===== src/design/slfc_pkg.sv =====
// shared constants, phase and status codes, and result type for the frame checker
// no dependencies
package slfc_pkg;

  localparam logic [7:0] SyncFirst    = 8'hB5;
  localparam logic [7:0] SyncSecond   = 8'h62;
  localparam int unsigned FramingBytes = 8;

  typedef enum logic [7:0] {
    PH_HUNT  = 8'b0000_0001,
    PH_SYNC2 = 8'b0000_0010,
    PH_CLASS = 8'b0000_0100,
    PH_ID    = 8'b0000_1000,
    PH_LENLO = 8'b0001_0000,
    PH_LENHI = 8'b0010_0000,
    PH_BODY  = 8'b0100_0000,
    PH_CKB   = 8'b1000_0000
  } phase_e;

  typedef enum logic [1:0] {
    ST_BUSY  = 2'd0,
    ST_GOOD  = 2'd1,
    ST_DROP  = 2'd2,
    ST_CKERR = 2'd3
  } status_e;

  typedef struct packed {
    logic        valid;
    logic [7:0]  data_byte;
  } item_t;

  typedef struct packed {
    logic        payload_valid;
    logic [7:0]  payload_byte;
    logic [15:0] payload_index;
    logic [7:0]  message_class;
    logic [7:0]  message_id;
    logic        frame_end;
    status_e     frame_status;
    logic [16:0] frame_length;
  } result_t;

endpackage


===== src/design/slfc_in_stage.sv =====
// input register holding one received byte until the parser takes it
// depends on slfc_pkg
module slfc_in_stage import slfc_pkg::*; (
  input  logic       clk_i,
  input  logic       rst_ni,
  input  logic       in_valid_i,
  output logic       in_ready_o,
  input  logic [7:0] data_byte_i,
  input  logic       advance_i,
  output item_t      item_o
);

  logic       valid_q, valid_d;
  logic [7:0] byte_q;
  logic       take;

  assign in_ready_o = !valid_q || advance_i;
  assign take       = in_valid_i && in_ready_o;

  always_comb begin
    valid_d = valid_q;
    if (take) begin
      valid_d = 1'b1;
    end else if (advance_i) begin
      valid_d = 1'b0;
    end
  end

  always_ff @(posedge clk_i or negedge rst_ni) begin
    if (!rst_ni) begin
      valid_q <= 1'b0;
    end else begin
      valid_q <= valid_d;
    end
  end

  always_ff @(posedge clk_i) begin
    if (take) begin
      byte_q <= data_byte_i;
    end
  end

  assign item_o.valid     = valid_q;
  assign item_o.data_byte = byte_q;

endmodule


===== src/design/slfc_parser.sv =====
// frame phase tracking, fletcher sums and per-byte result logic
// depends on slfc_pkg
module slfc_parser import slfc_pkg::*; (
  input  logic       clk_i,
  input  logic       rst_ni,
  input  logic       step_i,
  input  logic [7:0] data_byte_i,
  output result_t    result_o
);

  phase_e      phase_q, phase_d;
  logic [15:0] count_q, count_d;
  logic [15:0] len_q, len_d;
  logic [7:0]  sum_a_q, sum_a_d;
  logic [7:0]  sum_b_q, sum_b_d;
  logic [7:0]  rx_a_q, rx_a_d;
  logic [7:0]  class_q, class_d;
  logic [7:0]  id_q, id_d;
  logic [7:0]  acc_a;
  result_t     res;

  assign acc_a = sum_a_q + data_byte_i;

  always_comb begin
    phase_d = phase_q;
    count_d = count_q;
    len_d   = len_q;
    sum_a_d = sum_a_q;
    sum_b_d = sum_b_q;
    rx_a_d  = rx_a_q;
    class_d = class_q;
    id_d    = id_q;
    res     = '0;
    res.frame_status = ST_BUSY;
    case (phase_q)
      PH_HUNT: begin
        if (data_byte_i == SyncFirst) begin
          phase_d = PH_SYNC2;
        end else begin
          res.frame_status = ST_DROP;
        end
      end
      PH_SYNC2: begin
        if (data_byte_i == SyncSecond) begin
          phase_d = PH_CLASS;
        end else begin
          res.frame_status = ST_DROP;
          phase_d = (data_byte_i == SyncFirst) ? PH_SYNC2 : PH_HUNT;
        end
      end
      PH_CLASS: begin
        sum_a_d = data_byte_i;
        sum_b_d = data_byte_i;
        class_d = data_byte_i;
        phase_d = PH_ID;
      end
      PH_ID: begin
        sum_a_d = acc_a;
        sum_b_d = sum_b_q + acc_a;
        id_d    = data_byte_i;
        phase_d = PH_LENLO;
      end
      PH_LENLO: begin
        sum_a_d = acc_a;
        sum_b_d = sum_b_q + acc_a;
        len_d   = {8'd0, data_byte_i};
        phase_d = PH_LENHI;
      end
      PH_LENHI: begin
        sum_a_d = acc_a;
        sum_b_d = sum_b_q + acc_a;
        len_d   = {data_byte_i, len_q[7:0]};
        count_d = '0;
        phase_d = PH_BODY;
      end
      PH_BODY: begin
        if (count_q < len_q) begin
          sum_a_d = acc_a;
          sum_b_d = sum_b_q + acc_a;
          res.payload_valid = 1'b1;
          res.payload_byte  = data_byte_i;
          res.payload_index = count_q;
          count_d = count_q + 16'd1;
        end else begin
          rx_a_d  = data_byte_i;
          phase_d = PH_CKB;
        end
      end
      PH_CKB: begin
        res.frame_end    = 1'b1;
        res.frame_status = (rx_a_q == sum_a_q && data_byte_i == sum_b_q) ?
                           ST_GOOD : ST_CKERR;
        res.frame_length = {1'b0, len_q} + 17'(FramingBytes);
        phase_d = PH_HUNT;
      end
      default: begin
        phase_d = PH_HUNT;
      end
    endcase
    res.message_class = class_d;
    res.message_id    = id_d;
  end

  always_ff @(posedge clk_i or negedge rst_ni) begin
    if (!rst_ni) begin
      phase_q <= PH_HUNT;
      count_q <= '0;
      len_q   <= '0;
      sum_a_q <= '0;
      sum_b_q <= '0;
      rx_a_q  <= '0;
      class_q <= '0;
      id_q    <= '0;
    end else if (step_i) begin
      phase_q <= phase_d;
      count_q <= count_d;
      len_q   <= len_d;
      sum_a_q <= sum_a_d;
      sum_b_q <= sum_b_d;
      rx_a_q  <= rx_a_d;
      class_q <= class_d;
      id_q    <= id_d;
    end
  end

  assign result_o = res;

  a_frame_end_status: assert property (@(posedge clk_i) disable iff (!rst_ni)
    res.frame_end |-> (res.frame_status == ST_GOOD || res.frame_status == ST_CKERR))
    else $error("frame end without final status");

  a_ckb_returns_hunt: assert property (@(posedge clk_i) disable iff (!rst_ni)
    (step_i && phase_q == PH_CKB) |=> (phase_q == PH_HUNT))
    else $error("parser did not resume hunting after frame end");

  a_count_in_range: assert property (@(posedge clk_i) disable iff (!rst_ni)
    (phase_q == PH_BODY || phase_q == PH_CKB) |-> (count_q <= len_q))
    else $error("payload count ran past length");

  a_payload_in_body: assert property (@(posedge clk_i) disable iff (!rst_ni)
    res.payload_valid |-> (phase_q == PH_BODY && !res.frame_end))
    else $error("payload byte outside body phase");

endmodule


===== src/design/slfc_out_stage.sv =====
// result register holding one transaction until the consumer takes it
// depends on slfc_pkg
module slfc_out_stage import slfc_pkg::*; (
  input  logic    clk_i,
  input  logic    rst_ni,
  input  logic    load_i,
  input  result_t result_i,
  output logic    can_load_o,
  output logic    out_valid_o,
  input  logic    out_ready_i,
  output result_t result_o
);

  logic    valid_q, valid_d;
  result_t res_q;

  assign can_load_o = !valid_q || out_ready_i;

  always_comb begin
    valid_d = valid_q;
    if (load_i) begin
      valid_d = 1'b1;
    end else if (out_ready_i) begin
      valid_d = 1'b0;
    end
  end

  always_ff @(posedge clk_i or negedge rst_ni) begin
    if (!rst_ni) begin
      valid_q <= 1'b0;
    end else begin
      valid_q <= valid_d;
    end
  end

  always_ff @(posedge clk_i) begin
    if (load_i) begin
      res_q <= result_i;
    end
  end

  assign out_valid_o = valid_q;
  assign result_o    = res_q;

endmodule


===== src/design/sync_length_frame_checker_unit.sv =====
// Framed byte-stream receiver with 8-bit Fletcher check. Each accepted byte
// yields exactly one result transaction; one byte per cycle is sustained
// unless the result side stalls. Each byte passes the input register, then
// the parser logic into the result register. The parser state updates once
// per byte, so the phase step and the two 8-bit sum adds set the cycle time.
// Depends on slfc_pkg, slfc_in_stage, slfc_parser and slfc_out_stage.
module sync_length_frame_checker_unit import slfc_pkg::*; (
  input  logic        clk_i,
  input  logic        rst_ni,
  input  logic        in_valid_i,
  output logic        in_ready_o,
  input  logic [7:0]  data_byte_i,
  output logic        out_valid_o,
  input  logic        out_ready_i,
  output logic        payload_valid_o,
  output logic [7:0]  payload_byte_o,
  output logic [15:0] payload_index_o,
  output logic [7:0]  message_class_o,
  output logic [7:0]  message_id_o,
  output logic        frame_end_o,
  output logic [1:0]  frame_status_o,
  output logic [16:0] frame_length_o
);

  item_t   item;
  result_t res_comb;
  result_t res_out;
  logic    can_load;
  logic    advance;

  assign advance = item.valid && can_load;

  slfc_in_stage u_in (
    .clk_i       (clk_i),
    .rst_ni      (rst_ni),
    .in_valid_i  (in_valid_i),
    .in_ready_o  (in_ready_o),
    .data_byte_i (data_byte_i),
    .advance_i   (advance),
    .item_o      (item)
  );

  slfc_parser u_parser (
    .clk_i       (clk_i),
    .rst_ni      (rst_ni),
    .step_i      (advance),
    .data_byte_i (item.data_byte),
    .result_o    (res_comb)
  );

  slfc_out_stage u_out (
    .clk_i       (clk_i),
    .rst_ni      (rst_ni),
    .load_i      (advance),
    .result_i    (res_comb),
    .can_load_o  (can_load),
    .out_valid_o (out_valid_o),
    .out_ready_i (out_ready_i),
    .result_o    (res_out)
  );

  assign payload_valid_o = res_out.payload_valid;
  assign payload_byte_o  = res_out.payload_byte;
  assign payload_index_o = res_out.payload_index;
  assign message_class_o = res_out.message_class;
  assign message_id_o    = res_out.message_id;
  assign frame_end_o     = res_out.frame_end;
  assign frame_status_o  = res_out.frame_status;
  assign frame_length_o  = res_out.frame_length;

endmodule


===== config.mk =====
export PLATFORM = sky130hd
export DESIGN_NAME = sync_length_frame_checker_unit
export DESIGN_NICKNAME = d
export VERILOG_FILES = /design/src/design/slfc_pkg.sv /design/src/design/slfc_in_stage.sv /design/src/design/slfc_parser.sv /design/src/design/slfc_out_stage.sv /design/src/design/sync_length_frame_checker_unit.sv
export SDC_FILE = /design/constraint.sdc
export NUM_CORES = 1
export LEC_CHECK = 0
export BUFFER_PORTS_ARGS = -buffer_cell sky130_fd_sc_hd__buf_2
export CAP_MARGIN = 20
export CORE_ASPECT_RATIO = 0.8
export CORE_MARGIN = 3
export CORE_UTILIZATION = 28
export CTS_BUF_LIST = sky130_fd_sc_hd__clkbuf_2
export CTS_CLUSTER_SIZE = 40
export DETAILED_ROUTE_END_ITERATION = 10
export MAX_ROUTING_LAYER = met4
export SKIP_LAST_GASP = 1
export SYNTH_ARGS = -nofsm -noshare
export SYNTH_HDL_FRONTEND = slang
export SYNTH_HIERARCHICAL = 1
export SYNTH_SLANG_ARGS = --single-unit

===== constraint.sdc =====
create_clock -name clk_i -period 4 [get_ports clk_i]
set_input_delay 0 -clock clk_i [delete_from_list [all_inputs] [get_ports clk_i]]
set_output_delay 0 -clock clk_i [all_outputs]
set_load 0.01 [all_outputs]

==> impl_results.md <==
* Outcome: complete, no violations
* Via Count at between 5000 and 6000
* CTS resizes at 0
* Sw frac at a little under a third
* Vias/cell at around 4.8
* Synth Area in Simple Gates at 16.1%
* Total wire length at between 15000 and 20000 µm
* Die Wd at approximately 190 µm
* Register area at approximately 0.0041 mm²
* Clock Sinks at between 150 and 200
* Kind of critical path: reg2reg
* CTS buffer count at 17
* Dominant synthesized flop cell: dfrtp_1
* P&R area growth vs syn at 17.3%
* Cells after Synth at 680
* Starting DRT DRC Count at 407
* Global-route wire length before repair at ~30000 µm
* Final worst setup slack at approximately 0.74 ns
* Yosys cell types at 63
* Starting Density at roughly 29%
* P_sw at approximately 0.001 W
* Worst slack, placed at 0.818 ns
* Pleak at about 3.9 nW
* Power Dens Cells at approximately 370 mW/mm²
* Asr flop ratio synth at a little over half
* Total power at 0.00331 W
* FILL cells at around 2700
* Worst setup EP type: flop
* TNS Setup at 0 ns
* DR DRC count at 0
* GPL Wtd Cong at roughly 0.83
* Worst skew pair latency at roughly 0.74 ns
* Worst EP required at approximately 4.7 ns
* Fin crit period at about 3.3 ns
* Synth Area in XOR/XNOR at under 10%
* Worst-path clk slew at approximately 0.23 ns
* Complex-gate fraction of the synthesized area at under 10%
* Core area at 0.0265 mm²
* Cell Rows at between 50 and 60
* Worst path arrival time at slightly below 4 ns
* DP Wirelength at between 10000 and 15000 µm
* RSZ-0062 raised after global routing: no
* Global route total overflow at 0
* HP Class: in2reg
* Number of synthesized flops with an enable pin at roughly 70
* Postcts setup bufs at 0
* Initial antenna violation count at 1
* Syn Nets at around 730
* Non-Filler Instances at approximately 1200
* Int Power at between 0.002 and 0.0025 W
* TritonCTS clock tree: done
* Synth Cell Area at ~0.0076 mm²
* Final Hold Vio Count at 0
* Final setup violation count at 0
* Routed WL per cell at 16.5 µm
* Clock network power share at between 20% and 30%
* First-pass DRT Iterations at 4
* # IOs at 75
* Clk Tree Root Cell: clkbuf_2
* Die ar. at 0.0293 mm²
* Adder-cell share of the synthesized area at 5.77%
* Mux cell area share after synthesis at a little under 7%
* Htree depth at 4
* Final Core Density at between 30% and 40%
* Clock Skew at about 0.043 ns
* Ys Warns at 6
* Worst-Margin Slew at around 0.7 ns
* Worst vdd ir at ~0.21 mV
* Vias in the first global route at ~5200
* Average size of a mapped cell at between 10 and 15 µm²
* Sequential fraction of the synthesis area at 54.0%
* Total GRT Usage at ~14%
* #FFs+latches synth at 151
* Crit path max fanout at 5
* Max-Cap Viols at 0
* Sequential share of power at a little under three fifths
* Max-slew headroom at a little over half
* Remaining antenna violation count after routing at 0
* Placed Cells at about 1100
* Clock Path Buffers at 2
* Fin nets at just over 800
* Port Buffers at 74
* Final Max Slew Viols at 0
* Combinational family with the most area after synthesis: simple AND/OR/NAND/NOR gates
* Layout cells sized above 1 at between 20% and 30%
* Tcrit/Tclk final at 81.4%
* Max Fclk at ~0.31 GHz
* Power share of the combinational group at 15.5%
* Die H at 154 µm
* Multi-input gate area at 0.00329 mm²
* Largest net degree at the start of global routing at between 50 and 60
* Crit start category: flop
[layer usage]
metal  track usage, %  vias up  routed length (µm)
met5                -        -                   0
met4             3.56        0                 173
met2             18.7      127                8070
li1                 -     2642                   -
met3             2.76       12                 788
met1             20.3     2704                9910
[timing repair]
action / 4_1_cts / 5_1_grt
endpoints found under the setup margin: 0 / 0
hold buffers: 23 / 0
hold endpoints to repair: 126 / 0
[Yosys cell counts, drive strengths merged (11+ instances only)]
library cell | count | area [µm²]
inv | 22 | 82.6
ha | 32 | 400
xnor2 | 21 | 184
o21ai | 38 | 190
nand3 | 23 | 115
clkbuf | 24 | 90.1
dfrtp | 81 | 2030
a21oi | 33 | 165
nand2 | 43 | 161
mux2i | 11 | 110
nor2 | 70 | 263
edfxtp | 69 | 2070
mux2 | 36 | 405
xor2 | 19 | 166
and2 | 30 | 190
[area by class of cell]
type | instances | area share [%]
Sequential cell | 151 | 46.1
Multi-Input combinational cell | 473 | 36.7
Timing Repair Buffer | 115 | 8.44
Tap cell | 357 | 4.99
Clock inverter | 14 | 1.80
Clock buffer | 18 | 1.01
Inverter | 22 | 0.923
Antenna cell | 1 | 0.0280
[cell usage in the layout, fill, tap and decap left out, drive strengths merged, types with 6 or more instances in the layout]
cell type,count
xor2,19
mux2i,11
nor2,70
mux2,36
nor2b,6
dlygate4sd3,22
nor3,10
xnor2,21
dfrtp,81
edfxtp,69
o21ai,38
and3,8
and2,30
ha,32
a21oi,33
nand2,43
clkbuf,18
buf,93
nand3,23
nor4,6
inv,31
a22o,8
a21o,6
nand4,7
nand2b,6
[power groups by stage]
stage	Sequential (W)	Combinational [W]	Clock (W)
after global placement	0.00190	0.000493	0
after floorplan	0.00193	0.000268	0
after CTS	0.00187	0.000520	0.000972
after detailed placement	0.00190	0.000494	0
final	0.00187	0.000511	0.000928
after global routing	0.00189	0.000573	0.00104
[worst paths after layout]
check	start	endpoint	slack, ns	cells after the start
max	u_in/byte_q[0]$_DFFE_PP_	u_parser/sum_b_q[7]$_DFFE_PN0P_	0.74	13
min	in_valid_i	u_in/byte_q[2]$_DFFE_PP_	0.25	3
max reg2reg	u_in/byte_q[0]$_DFFE_PP_	u_parser/sum_b_q[7]$_DFFE_PN0P_	0.74	13
min reg2reg	u_parser/len_q[1]$_DFFE_PN0P_	u_parser/len_q[1]$_DFFE_PN0P_	0.52	2
max in group asynchronous	rst_ni	u_parser/class_q[6]$_DFFE_PN0P_	3.16	4
min in group asynchronous	rst_ni	u_parser/sum_a_q[4]$_DFFE_PN0P_	0.33	4
[kinds of logic (layout without fill, tap and decap cells)]
group,count (synthesis),after routing
flops,151,151
mux,47,47
buf+inv,56,169
fa+ha+maj,34,34
simple gates,233,233
compound gates,119,119
other cells,0,1
xor+xnor,40,40
[metrics by stage]
stage / instance area (µm²) / hold WS (ns)
floorplan: 7630 / -0.296
global placement: 8450 / 0.0600
detailed placement: 8450 / 0.0719
CTS: 8950 / 0.177
global route: 8950 / 0.180
finish: 8950 / 0.253
[sequential cells by signal, summed over array words and instances (netlist names)]
register and count:
u_parser/sum_a_q 8, u_out/result_o 61, u_out/out_valid_o 1, u_parser/sum_b_q 8, u_parser/class_q 8, u_parser/len_q 16
u_parser/id_q 8, u_in/valid_q 1, u_in/byte_q 8, u_parser/count_q 16, u_parser/rx_a_q 8, u_parser/phase_q 8
[worst max-delay path, stage by stage (launching register included)]
cell	delay [ns]
edfxtp_1	0.46
ha_1	0.26
fa_1	0.41
a21o_1	0.18
a21oi_1	0.23
xnor2_1	0.18
ha_1	0.33
nand3_1	0.11
o211ai_1	0.12
o41ai_1	0.35
xnor2_1	0.18
xnor2_1	0.17
nand3_1	0.11
o211ai_1	0.12
(Power assumes the default switching activity.)
